<file path="config.mk">
export PLATFORM = sky130hd
export DESIGN_NAME = periodic_due_time_scheduler_flat
export DESIGN_NICKNAME = d
export VERILOG_FILES = /design/src/pdts_pkg.sv /design/src/pdts_ifs.sv /design/src/periodic_due_time_scheduler.sv /design/src/pdts_ctrl.sv /design/src/pdts_datapath.sv /design/src/flat_wrapper.sv
export VERILOG_INCLUDE_DIRS = /design/src /design/src/src
export SDC_FILE = /design/constraint.sdc
export NUM_CORES = 1
export LEC_CHECK = 0
export ABC_AREA = 1
export BUFFER_PORTS_ARGS = -buffer_cell sky130_fd_sc_hd__clkbuf_2
export CORE_ASPECT_RATIO = 0.75
export CORE_MARGIN = 2
export CORE_UTILIZATION = 40
export DETAILED_ROUTE_END_ITERATION = 6
export GPL_TIMING_DRIVEN = 1
export PLACE_DENSITY_LB_ADDON = 0.15
export SYNTH_ARGS = -nofsm -noshare
export SYNTH_HDL_FRONTEND = slang
export SYNTH_HIERARCHICAL = 1
export SYNTH_SLANG_ARGS = --single-unit
export TNS_END_PERCENT = 100
</file>
<file path="constraint.sdc">
create_clock -name clk -period 8.7 [get_ports clk]
set_input_delay 0.435 -clock clk [delete_from_list [all_inputs] [get_ports clk]]
set_output_delay 0.435 -clock clk [all_outputs]
set_load 0.01 [all_outputs]
</file>
<file path="src/periodic_due_time_scheduler_macros.svh">
// Assertion macros for the periodic due-time scheduler.
// Needs a clock named clk and an active-low reset named arst_n in the scope of use.
`ifndef PERIODIC_DUE_TIME_SCHEDULER_MACROS_SVH
`define PERIODIC_DUE_TIME_SCHEDULER_MACROS_SVH

// The consequent must hold in the same cycle as the antecedent.
`define PDTS_ASSERT_NOW(lbl, ante, cons, msg) \
	lbl: assert property (@(posedge clk) disable iff (!arst_n) (ante) |-> (cons)) \
		else $error(msg);

// The consequent must hold in the cycle after the antecedent.
`define PDTS_ASSERT_NEXT(lbl, ante, cons, msg) \
	lbl: assert property (@(posedge clk) disable iff (!arst_n) (ante) |=> (cons)) \
		else $error(msg);

`endif

</file>
<file path="src/pdts_pkg.sv">
// Shared constants, types and state encoding of the periodic due-time scheduler.
// No dependencies; every other file of the block but the assertion macro header imports this package.
`timescale 1ns / 1ps

package pdts_pkg;

	localparam int NUM_CHANNELS = 5;
	localparam int REG_COUNT    = 5;

	localparam int NOW_W     = 32;
	localparam int PERIOD_W  = 31;
	localparam int MASK_W    = REG_COUNT;
	localparam int CFG_IDX_W = $clog2(REG_COUNT);
	localparam int CH_W      = (NUM_CHANNELS > 1) ? $clog2(NUM_CHANNELS) : 1;
	localparam int DCNT_W    = $clog2(PERIOD_W);

	localparam logic [PERIOD_W-1:0] PERIOD_RST [REG_COUNT] = '{
		31'd5000, 31'd10000, 31'd50000, 31'd250000, 31'd5000000
	};

	localparam logic REQ_START = 1'b0;
	localparam logic REQ_TICK  = 1'b1;

	typedef enum logic [2:0] {
		ST_IDLE,
		ST_RUN,
		ST_DIV,
		ST_UPD,
		ST_FIN
	} ctrl_state_t;

	typedef struct packed {
		logic            capture;
		logic            load_due;
		logic            step_due;
		logic            div_start;
		logic            div_step;
		logic            div_commit;
		logic            push;
		logic [CH_W-1:0] ch;
	} dp_cmd_t;

	typedef struct packed {
		logic is_start;
		logic fire;
		logic fast;
		logic div_last;
		logic slot_free;
	} dp_status_t;

endpackage

</file>
<file path="src/pdts_ifs.sv">
// Valid/ready channel interfaces for request and response words.
// Depends on pdts_pkg for the field widths.
`timescale 1ns / 1ps

interface pdts_req_if;
	import pdts_pkg::*;

	logic             valid;
	logic             ready;
	logic             req_type;
	logic [NOW_W-1:0] now_us;

	modport source (output valid, output req_type, output now_us, input ready);
	modport sink   (input valid, input req_type, input now_us, output ready);
endinterface

interface pdts_rsp_if;
	import pdts_pkg::*;

	logic              valid;
	logic              ready;
	logic [MASK_W-1:0] fire_mask;

	modport source (output valid, output fire_mask, input ready);
	modport sink   (input valid, input fire_mask, output ready);
endinterface

</file>
<file path="src/periodic_due_time_scheduler.sv">
// Channel   Dir  Payload                         Handshake
// req       in   req_type (1), now_us (32)       valid/ready
// rsp       out  fire_mask (5)                   valid/ready
// cfg       in   cfg_index (3), cfg_data (31)    cfg_we, no wait
//
// A start word walks every channel in ST_RUN and ends in ST_FIN; a tick word does
// the same, but a channel that has fallen a full period or more behind also goes
// through the bit-serial remainder unit shared by the channels (ST_DIV, ST_UPD).
// Reset clears all due times to zero and loads the default periods; no sweep.
// The response register lets the next request word be taken while a mask waits;
// the block holds in its final state only if a second mask is ready before then.
// Top level of the periodic due-time scheduler. Depends on pdts_pkg, the channel
// interfaces, pdts_ctrl, pdts_datapath and the assertion macro header.
`timescale 1ns / 1ps
`include "periodic_due_time_scheduler_macros.svh"

module periodic_due_time_scheduler (
	input  logic                            clk,
	input  logic                            arst_n,
	pdts_req_if.sink                        req,
	pdts_rsp_if.source                      rsp,
	input  logic                            cfg_we,
	input  logic [pdts_pkg::CFG_IDX_W-1:0]  cfg_index,
	input  logic [pdts_pkg::PERIOD_W-1:0]   cfg_data
);
	import pdts_pkg::*;

	dp_cmd_t    cmd;
	dp_status_t status;
	logic       in_ready;

	assign req.ready = in_ready;

	pdts_ctrl u_ctrl (
		.clk       (clk),
		.arst_n    (arst_n),
		.req_valid (req.valid),
		.req_ready (in_ready),
		.status    (status),
		.cmd       (cmd)
	);

	pdts_datapath u_dp (
		.clk       (clk),
		.arst_n    (arst_n),
		.cfg_we    (cfg_we),
		.cfg_index (cfg_index),
		.cfg_data  (cfg_data),
		.req_type  (req.req_type),
		.now_us    (req.now_us),
		.cmd       (cmd),
		.status    (status),
		.rsp       (rsp)
	);

	`PDTS_ASSERT_NEXT(a_busy_after_accept, req.valid && req.ready, !req.ready, "request taken while busy")
	`PDTS_ASSERT_NOW(a_push_has_slot, cmd.push, status.slot_free, "response register overwritten")
	`PDTS_ASSERT_NOW(a_commit_after_div, cmd.div_commit, $past(cmd.div_step) && $past(status.div_last), "remainder used before done")
	`PDTS_ASSERT_NEXT(a_start_no_fire, cmd.push && status.is_start, rsp.fire_mask == '0, "start word fired a channel")

endmodule

</file>
<file path="src/pdts_ctrl.sv">
// Sequencer of the scheduler: walks the channels and drives the datapath.
// Depends on pdts_pkg for the state type and the command and status structs.
`timescale 1ns / 1ps

module pdts_ctrl (
	input  logic                 clk,
	input  logic                 arst_n,
	input  logic                 req_valid,
	output logic                 req_ready,
	input  pdts_pkg::dp_status_t status,
	output pdts_pkg::dp_cmd_t    cmd
);
	import pdts_pkg::*;

	ctrl_state_t     state_q, state_d;
	logic [CH_W-1:0] ch_q, ch_d;
	logic            last_ch;
	logic            accept;

	assign last_ch = (ch_q == CH_W'(NUM_CHANNELS - 1));
	assign accept  = req_valid && (state_q == ST_IDLE);

	always_ff @(posedge clk or negedge arst_n) begin
		if (!arst_n) begin
			state_q <= ST_IDLE;
			ch_q    <= '0;
		end else begin
			state_q <= state_d;
			ch_q    <= ch_d;
		end
	end

	// Next state and channel counter.
	always_comb begin
		state_d = state_q;
		ch_d    = ch_q;
		case (state_q)
			ST_IDLE: begin
				if (req_valid) begin
					state_d = ST_RUN;
					ch_d    = '0;
				end
			end
			ST_RUN: begin
				if (!status.is_start && status.fire && !status.fast) begin
					state_d = ST_DIV;
				end else if (last_ch) begin
					state_d = ST_FIN;
				end else begin
					ch_d = ch_q + 1'b1;
				end
			end
			ST_DIV: begin
				if (status.div_last) begin
					state_d = ST_UPD;
				end
			end
			ST_UPD: begin
				if (last_ch) begin
					state_d = ST_FIN;
				end else begin
					state_d = ST_RUN;
					ch_d    = ch_q + 1'b1;
				end
			end
			ST_FIN: begin
				if (status.slot_free) begin
					state_d = ST_IDLE;
				end
			end
			default: begin
				state_d = ST_IDLE;
			end
		endcase
	end

	// Commands to the datapath.
	always_comb begin
		cmd         = '0;
		cmd.ch      = ch_q;
		cmd.capture = accept;
		req_ready   = (state_q == ST_IDLE);
		case (state_q)
			ST_RUN: begin
				if (status.is_start) begin
					cmd.load_due = 1'b1;
				end else if (status.fire) begin
					cmd.step_due  = status.fast;
					cmd.div_start = !status.fast;
				end
			end
			ST_DIV: begin
				cmd.div_step = 1'b1;
			end
			ST_UPD: begin
				cmd.div_commit = 1'b1;
			end
			ST_FIN: begin
				cmd.push = status.slot_free;
			end
			default: begin
				cmd.load_due = 1'b0;
			end
		endcase
	end

endmodule

</file>
<file path="src/pdts_datapath.sv">
// Datapath of the scheduler: period registers, due times, remainder unit and
// the response register. Depends on pdts_pkg and the response interface.
`timescale 1ns / 1ps

module pdts_datapath (
	input  logic                             clk,
	input  logic                             arst_n,
	input  logic                             cfg_we,
	input  logic [pdts_pkg::CFG_IDX_W-1:0]   cfg_index,
	input  logic [pdts_pkg::PERIOD_W-1:0]    cfg_data,
	input  logic                             req_type,
	input  logic [pdts_pkg::NOW_W-1:0]       now_us,
	input  pdts_pkg::dp_cmd_t                cmd,
	output pdts_pkg::dp_status_t             status,
	pdts_rsp_if.source                       rsp
);
	import pdts_pkg::*;

	logic [PERIOD_W-1:0] period_q [REG_COUNT];
	logic [NOW_W-1:0]    due_q    [NUM_CHANNELS];
	logic [NOW_W-1:0]    now_q;
	logic                type_q;
	logic [MASK_W-1:0]   mask_q;
	logic [MASK_W-1:0]   out_mask_q;
	logic                out_valid_q;
	logic [PERIOD_W-1:0] rem_q;
	logic [PERIOD_W-1:0] dsh_q;
	logic [DCNT_W-1:0]   dcnt_q;

	logic [PERIOD_W-1:0] per_raw;
	logic [PERIOD_W-1:0] per_eff;
	logic [NOW_W-1:0]    per_ext;
	logic [NOW_W-1:0]    due_cur;
	logic [NOW_W-1:0]    diff;
	logic [NOW_W-1:0]    trial;
	logic [NOW_W-1:0]    trial_sub;
	logic [PERIOD_W-1:0] rem_next;
	logic [REG_COUNT-1:0] mask_bit;

	// A period of zero behaves as a period of one.
	assign per_raw  = period_q[CFG_IDX_W'(cmd.ch)];
	assign per_eff  = (per_raw == '0) ? PERIOD_W'(1) : per_raw;
	assign per_ext  = {1'b0, per_eff};
	assign due_cur  = due_q[cmd.ch];
	assign diff     = now_q - due_cur;
	assign mask_bit = REG_COUNT'(1) << cmd.ch;

	// One restoring step of the remainder of diff by the period.
	assign trial     = {rem_q, dsh_q[PERIOD_W-1]};
	assign trial_sub = trial - per_ext;
	assign rem_next  = (trial >= per_ext) ? trial_sub[PERIOD_W-1:0] : trial[PERIOD_W-1:0];

	assign status.is_start  = (type_q == REQ_START);
	assign status.fire      = !diff[NOW_W-1];
	assign status.fast      = (diff[PERIOD_W-1:0] < per_eff);
	assign status.div_last  = (dcnt_q == '0);
	assign status.slot_free = !out_valid_q || rsp.ready;

	assign rsp.valid     = out_valid_q;
	assign rsp.fire_mask = out_mask_q;

	always_ff @(posedge clk or negedge arst_n) begin
		if (!arst_n) begin
			for (int i = 0; i < REG_COUNT; i++) begin
				period_q[i] <= PERIOD_RST[i];
			end
		end else if (cfg_we && (cfg_index < CFG_IDX_W'(REG_COUNT))) begin
			period_q[cfg_index] <= cfg_data;
		end
	end

	always_ff @(posedge clk or negedge arst_n) begin
		if (!arst_n) begin
			for (int i = 0; i < NUM_CHANNELS; i++) begin
				due_q[i] <= '0;
			end
		end else if (cmd.load_due) begin
			due_q[cmd.ch] <= now_q + per_ext;
		end else if (cmd.step_due) begin
			due_q[cmd.ch] <= due_cur + per_ext;
		end else if (cmd.div_commit) begin
			// Skipping whole periods lands one period past now minus the remainder.
			due_q[cmd.ch] <= now_q - {1'b0, rem_q} + per_ext;
		end
	end

	always_ff @(posedge clk) begin
		if (cmd.capture) begin
			now_q  <= now_us;
			type_q <= req_type;
		end
		if (cmd.div_start) begin
			rem_q  <= '0;
			dsh_q  <= diff[PERIOD_W-1:0];
			dcnt_q <= DCNT_W'(PERIOD_W - 1);
		end else if (cmd.div_step) begin
			rem_q  <= rem_next;
			dsh_q  <= {dsh_q[PERIOD_W-2:0], 1'b0};
			dcnt_q <= dcnt_q - 1'b1;
		end
		if (cmd.push) begin
			out_mask_q <= mask_q;
		end
	end

	always_ff @(posedge clk or negedge arst_n) begin
		if (!arst_n) begin
			mask_q      <= '0;
			out_valid_q <= 1'b0;
		end else begin
			if (cmd.capture) begin
				mask_q <= '0;
			end else if (cmd.step_due || cmd.div_commit) begin
				mask_q <= mask_q | mask_bit;
			end
			if (cmd.push) begin
				out_valid_q <= 1'b1;
			end else if (rsp.ready) begin
				out_valid_q <= 1'b0;
			end
		end
	end

endmodule
</file>
<file path="src/flat_wrapper.sv">
// flat-port wrapper written by rule: the top's interface ports become plain ports
module periodic_due_time_scheduler_flat import pdts_pkg::*;
  (clk, arst_n, cfg_we, cfg_index, cfg_data, req_valid, req_req_type, req_now_us, req_ready, rsp_valid, rsp_fire_mask, rsp_ready);
  pdts_req_if req_i ();
  pdts_rsp_if rsp_i ();
  input  logic clk;
  input  logic arst_n;
  input  logic cfg_we;
  input  logic [pdts_pkg::CFG_IDX_W-1:0] cfg_index;
  input  logic [pdts_pkg::PERIOD_W-1:0] cfg_data;
  input wire logic [$bits(req_i.valid)-1:0] req_valid;
  input wire logic [$bits(req_i.req_type)-1:0] req_req_type;
  input wire logic [$bits(req_i.now_us)-1:0] req_now_us;
  output wire logic [$bits(req_i.ready)-1:0] req_ready;
  output wire logic [$bits(rsp_i.valid)-1:0] rsp_valid;
  output wire logic [$bits(rsp_i.fire_mask)-1:0] rsp_fire_mask;
  input wire logic [$bits(rsp_i.ready)-1:0] rsp_ready;
  assign req_i.valid = req_valid;
  assign req_i.req_type = req_req_type;
  assign req_i.now_us = req_now_us;
  assign req_ready = req_i.ready;
  assign rsp_valid = rsp_i.valid;
  assign rsp_fire_mask = rsp_i.fire_mask;
  assign rsp_i.ready = rsp_ready;
  periodic_due_time_scheduler u_core (.clk(clk), .arst_n(arst_n), .req(req_i), .rsp(rsp_i), .cfg_we(cfg_we), .cfg_index(cfg_index), .cfg_data(cfg_data));
endmodule
</file>
# Word level (Yosys, flattened, before mapping)
# Index checks and enable logic that the tools add are counted.
word_totals:
  reg_bits: 432
  input_bits: 72
  out_inout_bits: 7
classes:
  n_addsub: 8
  magnitude_cmp: 7
  n_eq_ne: 10
  n_shift: 1
  n_mux: 44
  bitwise_logic: 3
  n_reduce_logical: 21
ops:
  columns: ["cell", "n"]
  rows:
  - ["$bwmux 160", 3]
  - ["$mux 160", 3]
  - ["$mux 31", 7]
  - ["$bwmux 155", 1]
  - ["$add 32x31->32", 3]
  - ["$bmux 32 s3", 1]
  - ["$demux 32 s3", 1]
  - ["$mux 32", 3]
  - ["$bmux 31 s3", 1]
  - ["$demux 31 s3", 1]
  - ["$ge 32x31->1", 1]
  - ["$sub 32x31->32", 1]
  - ["$sub 32x32->32", 1]
  - ["$logic_not 31->1", 1]
  - ["$lt 31x31->1", 1]
  - ["$sub 31x31->31", 1]
  - ["$mux 3", 9]
  - ["$pmux 3 s5", 1]
  - ["$mux 5", 2]
  - ["$pmux 3 s3", 1]
  - ["$ge 4x4->1 const B", 2]
  - ["$lt 4x1->1 const B", 2]
  - ["$not 3->4", 2]
  - ["$mux 1", 7]
  - ["21 further kinds", 38]

# Logic depth before layout (Yosys ltp)
# Gate-level depths: netlist of the first run.
logic_depth:
  word_depth: 14
  ltp_mapped: 44
  depth_no_buf: 42

# Cells and area by module
# Netlist of the first run, hierarchy kept.
modules_own_cells:
  columns: ["module", "n_inst", "cells_per_inst", "area_per_inst_um2", "seq_area_each_um2"]
  rows:
  - ["pdts_datapath", 1, 4061, 29070.4, 10864.2]
  - ["pdts_ctrl", 1, 73, 504.2, 150.1]

# Least setup slack after synthesis of the first run
# OpenSTA, ideal clock, no wires.
synth_path:
  path_kind: "flip-flop to flip-flop"
  startpoint: "reg u_core.u_ctrl.ch_q[2]"
  endpoint: "reg u_core.u_dp.dsh_q[0], enable pin"
  setup_ps: 390
  t_arrival_ps: 5797
  slack_ps: 2513
  path_stages_with_launch: 35
  path_buffers: 3
  synth_period_minus_slack_ps: 6187
  path_cell_list: "dfrtp_1 -> inv_2 -> buf_1 -> clkbuf_1 -> o21ai_0 -> o21ai_0 -> ha_1 -> inv_1 -> fa_1 -> nand3_1 -> nand2_1 -> nand3_1 -> nand2_1 -> nand2_1 -> nand2_1 -> nand2_1 -> o211ai_1 -> a21o_1 -> nand2_1 -> nand2_1 -> nand2_1 -> nand2_1 -> xor2_1 -> ha_1 -> nand2_1 -> nor4_1 -> inv_1 -> nor4_1 -> a21oi_1 -> inv_1 -> nand3_1 -> nor2_8 -> clkbuf_1 -> nor2_1 -> inv_1"
synth_lines:
  columns: ["item", "line", "rtl"]
  rows:
  - ["start: declaration", "pdts_ctrl.sv:16", "logic [CH_W-1:0] ch_q, ch_d;"]
  - ["start signal: assignment", "pdts_ctrl.sv:29", "ch_q <= ch_d;"]
  - ["end signal: assignment", "pdts_datapath.sv:94", "dsh_q <= diff[PERIOD_W-1:0];"]
  - ["end signal: assignment", "pdts_datapath.sv:98", "dsh_q <= {dsh_q[PERIOD_W-2:0], 1'b0};"]
  - ["end: declaration", "pdts_datapath.sv:27", "logic [PERIOD_W-1:0] dsh_q;"]

==> out/qor.csv, run 1 <==
metric;value;unit
outcome;finished clean;
drc_errors;0;
ys_top_cells_by_area;dfrtp_1 25%, nand2_1 18%, ha_1 8.0%, edfxtp_1 7.0%, o21ai_0 6.2%;
finClkSkew;0.04322;ns
hold_class;input pin to flop;
holdPathStages;4;
antenna_left;0;
max_freq;120.1;MHz
via_per_inst;5.310;
design_area;33170;um2
root_buffer;clkbuf_16;
synth_nets;4430;
synthXorXnorAreaFrac;2.191;%
rsz0062_at_grt;no;
cp.required;9.20;ns
dpl_cell_area;31160;um2
yosys.area_share.simple;26.24;%
ys_seq_elements;432;
grt-ovfl-total;0;
critPathSlowestCell;a22oi_1;
reg2regPathDepth;34;
gr-usage-all-layers;27.40;%
async_reset_ff_share;75.69;%
critPathMaxFanout;31;
antenna_found_initial;1;
gp_congestion;0.9943;
path_buf_inv;10;
reg2reg_slack;0.37;ns
insertedDiodeCount;0;
worstPathArrival;8.83;ns
cts_htree_levels;2;
max_cap_viol_count;0;
synth_top_area_share;25.05;%
tightest_slew;1.212;ns
ios;79;
synth_mux_area_share;0;%
placeableCoreArea;73280;um2
placed_cells;5107;
min-delay-start;rsp_ready;
synthToLayoutAreaGrowth;12.15;%
drive_above_1_share;7.039;%
drt-total-wl;103200;um
netlist_area;29570;um2
layoutNonFillerInstCount;5230;
drv_slew;0;
grt_pass1_vias;26540;
layout_commonest_cell;nand2_1;
cts_tree;done;
synth_ff_type;dfrtp_1;
numClockSinks;432;
nNetsFinal;4519;
hold_viol_final;0;
seq_area;11020;um2
fp.dieW;318.0;um
syn-mean-instance-area;7.154;um2
die-area;76150;um2
grt_max_degree;147;
synth_top_family_by_area;simple AND/OR/NAND/NOR gates;
die_y;239.5;um
synth_cell_types;57;
worstSkewPairLatency;0.64;ns
crit_family;simple AND/OR/NAND/NOR gates;
reg2reg_from;u_core/u_ctrl/ch_q[1];
start_util;40.36;%
synthCells;4134;
vias;27770;
cts_setup_buffers;0;
multi_input_area;16240;um2
min_period;8.330;ns
clk_pin_slew;0.06;ns
max_slew_margin;18.89;%
ys_warn_count;6;
synth_top_cell_by_area;dfrtp_1;
path_class;flop to flop;
final_cell_mix;1397 x nand2_1, 471 x inv_1, 368 x o21ai_0;
grt_pass1_wl;161500;um
first_iter_violations;2750;
r2r-end;u_core/u_dp/due_q[51];
rows;86;
finalCritPeriodShare;95.74;%
synth_edf_count;69;
endpoint_kind;flop;
clk_path_buf_depth;3;
ys_seq_area_share;37.24;%
final.fill_count;7673;
setup_tns;0;ns
fin_ws;0.3703;ns
firstDrtPassIters;5;
crit_path_start_kind;flop;
synth-compound-area-share;15.96;%
cts_made_buffers;48;
wl_per_cell;19.74;um
post-dp-hpwl;76540;um
io_buffers;78;
setup_viol;0;
pre_cts_ws;0.1531;ns
cpPeakStageDelay;0.63;ns
synth-adder-area-share;10.37;%
hold-path-endpoint;u_core/u_dp/rsp.valid;
==> cell type report <==
class	count	area share [%]
inverters	484	5.523
flip-flops and latches	432	33.21
repair buffers	174	3.674
well taps	968	3.652
clock inverters	16	0.6337
clock buffers	73	4.334
multi-input cells	3083	48.97
==> what timing repair did <==
action / in CTS / in global routing
endpoints found under the setup margin: 0 / 197
resized for setup: 0 / 6
hold buffers: 34 / 0
hold endpoints to repair: 121 / 0
==> cells in the mapped netlist (all sizes together), types with 22 or more instances <==
library cell     n
a21oi          291
a22oi           31
a31oi           23
buf             29
clkbuf         106
dfrtp          296
dfstp           31
dfxtp           36
edfxtp          69
fa              35
ha             189
inv            478
nand2         1406
nand3          181
nand4           41
nor2           260
nor3            22
o211ai          26
o21ai          379
xnor2           29
xor2            45
==> through the flow <==
| stage | hold slack (ns) | util [%] |
|---|---|---|
| after floorplan | 0.1394 | - |
| after global placement | 0.4448 | 42.52 |
| after detailed placement | 0.4312 | 42.52 |
| after CTS | 0.04086 | 45.23 |
| after global routing | 0.08176 | 45.26 |
| final | 0.07080 | 45.26 |
==> worst min-delay path, cell delays in order <==
cell,delay [ns]
clkbuf_2,0.08
inv_1,0.04
nand2_1,0.07
nand2_1,0.05
==> kinds of logic (layout without fill, tap and decap cells) <==
group	Yosys count	in the layout
simple gates	1937	1937
compound gates	848	848
buf+inv	619	747
flops	432	432
fa+ha+maj	224	224
xor+xnor	74	74
==> worst max-delay path by stage <==
| stage | start | end | slack [ns] | depth (start not counted) |
|---|---|---|---|---|
| floorplan | u_core/u_ctrl/ch_q[2] | u_core/u_dp/dsh_q[0] | 2.51 | 34 |
| global placement | u_core/u_ctrl/ch_q[1] | u_core/u_dp/due_q[65] | 0.20 | 32 |
| detailed placement | u_core/u_ctrl/ch_q[1] | u_core/u_dp/due_q[65] | 0.15 | 32 |
| CTS | u_core/u_ctrl/ch_q[1] | u_core/u_dp/due_q[65] | 0.02 | 32 |
| global route | u_core/u_ctrl/ch_q[1] | u_core/u_dp/due_q[57] | 0.02 | 34 |
| finish | u_core/u_ctrl/ch_q[1] | u_core/u_dp/due_q[51] | 0.37 | 34 |
==> layer usage <==
metal	track usage, %	vias up	routed length (um)
met4	5.743	0	1921
met1	42.62	13120	52730
met3	5.885	117	8300
met5	0	-	0
met2	38.29	842	40270
li1	-	13690	-
==> state kept, by name (all words and copies together) (netlist names) <==
name / flops
u_core/u_dp/rsp.valid: 1
u_core/u_dp/rsp.fire_mask: 5
u_core/u_dp/type_q: 1
u_core/u_ctrl/ch_q: 3
u_core/u_dp/period_q: 155
u_core/u_dp/now_q: 32
u_core/u_ctrl/state_q: 3
u_core/u_dp/dcnt_q: 5
u_core/u_dp/rem_q: 31
u_core/u_dp/dsh_q: 31
u_core/u_dp/due_q: 160
u_core/u_dp/mask_q: 5
Power of run 1 is not shown: default switching activity piles up to over one toggle a cycle in this logic, so the estimate is an artifact.
==> run 2: changes to the inputs <==
- ABC_AREA: 1 -> 0
==> run 2 against run 1 <==
Compared with the run above:
- cell count decreased by 18%
- clock skew decreased by 0.0075 ns
- global-route usage is 0.69 points lower
- highest routed layer unchanged
- via count shrank 9.1%
- area after synthesis rose by 1.4%
- register-to-register slack better by 0.09 ns
- synthesized cell count shrank 22%
- sequential cell count did not move
- sequential share of layout area decreased by 0.35 points
- clock-buffer cell count decreased by 8
- critical path depth shrank 9
==> out/qor.csv, run 2 <==
metric;value;unit;change
outcome;finished clean;;
synthToLayoutAreaGrowth;11.86;%;
reg.largest.list;u_core/u_dp/due_q (160), u_core/u_dp/period_q (155), u_core/u_dp/now_q (32);;
min_period;8.241;ns;-0.08916 ns
holdPathStages;1;;-3
async_reset_ff_share;75.69;%;unchanged
vias;25230;;-9.1%
clk_pin_slew;0.06;ns;about the same
setup_viol;0;;unchanged
cp.required;9.15;ns;-0.05 ns
synth_nets;3508;;-21%
nNetsFinal;3580;;-21%
max_freq;121.4;MHz;+1.1%
layout_commonest_cell;nand2_1;;
final_cell_mix;332 x nand2_1, 293 x dfrtp_1, 274 x mux2_2;;
crit_path_start_kind;flop;;
worstSkewPairLatency;0.61;ns;-0.03 ns
start_util;40.64;%;+0.28 points
met1_usage;42.87;%;+0.26 points
grt_max_degree;123;;-16%
firstDrtPassIters;6;;+1
synthCells;3212;;-22%
yosys.area_share.simple;13.00;%;-13 points
first_iter_violations;2192;;-20%
design_area;33550;um2;+1.2%
ys_seq_elements;432;;unchanged
synth_mux_area_share;13.86;%;+14 points
pre_cts_ws;-0.4769;ns;-0.6300 ns
largest_reg_flops;160;;unchanged
placeableCoreArea;73820;um2;+0.73%
fin_ws;0.4595;ns;+0.08916 ns
post-route-util;45.46;%;+0.19 points
whs;0.03172;ns;-0.03908 ns
wl_per_cell;24.21;um;+23%
root_buffer;clkbuf_16;;
drc_errors;0;;unchanged
synth-adder-area-share;10.22;%;-0.15 points
cts_setup_buffers;0;;unchanged
worstPathArrival;8.69;ns;-0.14 ns
tightest_slew;1.181;ns;-0.03102 ns
cts_tree;done;;
die_y;241.2;um;+0.70%
numClockSinks;432;;unchanged
rsz0062_at_grt;no;;
ys_seq_area_share;36.72;%;-0.53 points
ys_top_cells_by_count;332 x nand2_1, 296 x dfrtp_1, 274 x mux2_2;;
critPathMaxFanout;50;;+61%
gr-max-usage-layer;met1;;
gp_congestion;0.9861;;-0.82%
synth-compound-area-share;18.30;%;+2.3 points
synth_edf_count;69;;unchanged
cts_htree_levels;2;;unchanged
finalCritPeriodShare;94.72;%;-1.0 points
hold_class;input pin to flop;;
via_per_inst;5.879;;+11%
grt_pass1_wl;156300;um;-3.3%
clk_path_buf_depth;3;;unchanged
top_register;u_core/u_dp/due_q;;
grt_util_met3;3.994;%;-1.9 points
post-dp-hpwl;78910;um;+3.1%
path_class;flop to flop;;
grt-ovfl-total;0;;unchanged
synth_top_cell_by_area;dfrtp_1;;
final.fill_count;7140;;-6.9%
endpoint_kind;flop;;
drv_slew;0;;unchanged
cts_made_buffers;47;;-2.1%
io_buffers;78;;unchanged
antenna_left;0;;unchanged
synth_cell_types;99;;+74%
antenna_found_initial;0;;-1
dpl_cell_area;31740;um2;+1.9%
rows;86;;unchanged
synth_top_area_share;24.69;%;-0.35 points
drt-total-wl;103900;um;+0.67%
drive_above_1_share;18.36;%;+11 points
ios;79;;unchanged
grt_pass1_vias;24250;;-8.7%
use_met2;37.43;%;-0.86 points
gr-usage-all-layers;26.71;%;-0.69 points
die-area;77220;um2;+1.4%
synth_ff_type;dfrtp_1;;
hold_viol_final;0;;unchanged
fp.dieW;320.2;um;+0.70%
finClkSkew;0.03574;ns;-0.007483 ns
ys_top_cells_by_area;dfrtp_1 25%, mux2_2 10%, ha_1 7.9%, edfxtp_1 6.9%, nand2_1 4.2%;;
syn-mean-instance-area;9.339;um2;+31%
max_cap_viol_count;0;;unchanged
yosysMostFrequentCell;nand2_1;;
netlist_area;30000;um2;+1.4%
synth_top_family_by_area;compound AO/OA/AOI/OAI gates;;
reg2regPathDepth;25;;-26%
max_slew_margin;21.04;%;+2.1 points
synthXorXnorAreaFrac;3.182;%;+0.99 points
ys_warn_count;6;;unchanged
-- run 2: worst paths after layout --
check | slack (ns) | start | endpoint
setup / recovery | 0.46 | u_core/u_ctrl/ch_q[2] | u_core/u_dp/due_q[88]
hold / removal | 0.03 | req_now_us[5] | u_core/u_dp/now_q[5]
setup reg to reg | 0.46 | u_core/u_ctrl/ch_q[2] | u_core/u_dp/due_q[88]
hold reg to reg | 0.47 | u_core/u_dp/mask_q[3] | u_core/u_dp/rsp.fire_mask[3]
max in group asynchronous | 6.56 | arst_n | u_core/u_dp/due_q[30]
min in group asynchronous | 0.45 | arst_n | u_core/u_dp/period_q[12]
-- run 2: cell type report --
| class | instances | area, um2 | share of cell area [%] |
|---|---|---|---|
| Antenna cell | 1 | 2.502 | 0.007458 |
| Clock buffer | 65 | 1366 | 4.072 |
| Clock inverter | 23 | 277.8 | 0.8278 |
| Inverter | 221 | 829.5 | 2.472 |
| Multi-Input combinational cell | 2415 | 17700 | 52.74 |
| Sequential cell | 432 | 11030 | 32.86 |
| Tap cell | 968 | 1211 | 3.610 |
| Timing Repair Buffer | 167 | 1145 | 3.412 |
-- run 2: cell families after synthesis --
family                   Yosys count
flip-flops                       432
XOR/XNOR                         109
AO/OA/AOI/OAI                    847
AND/OR/NAND/NOR                  860
adder cells (fa/ha/maj)          224
buffers and inverters            365
multiplexers                     375
-- run 2: per-stage QoR --
step,std cells,setup TNS (ns)
after detailed placement,4189,-9.243
final,4292,0
after floorplan,3212,0
after global routing,4291,0
after global placement,4189,-15.48
after CTS,4291,0
-- run 2: what timing repair did --
item / CTS / global route
resized for setup: 3 / 5
endpoints found under the setup margin: 46 / 15
pin swaps: 0 / 0
gates cloned: 0 / 0
hold buffers: 14 / 0
endpoints found under the hold margin: 80 / 0
-- run 2: critical path, cell delays in order (launching register included) --
cell       delay (ns)
dfrtp_4          0.43
buf_4            0.44
buf_6            0.47
nand2b_2         0.53
buf_4            0.27
nor2_1           0.06
a21oi_1          0.65
nand3_1          0.28
nor4_2           0.65
nand4_1          0.16
nand2_1          0.19
inv_1            0.08
ha_1             0.27
inv_1            0.06
ha_1             0.20
inv_1            0.08
fa_1             0.46
nor2b_1          0.12
o21ai_0          0.11
a21boi_1         0.49
o2111ai_1        0.36
and3b_1          0.37
o31ai_1          0.30
xnor2_1          0.22
o211ai_1         0.61
o21ai_0          0.19
-- run 2: routing by layer --
layer,share of wire [%],wire [um]
met3,7.2,7509
met2,40,41510
met4,1.5,1608
met5,0,0
met1,51,53290
Power of run 2 is left out for the same reason.
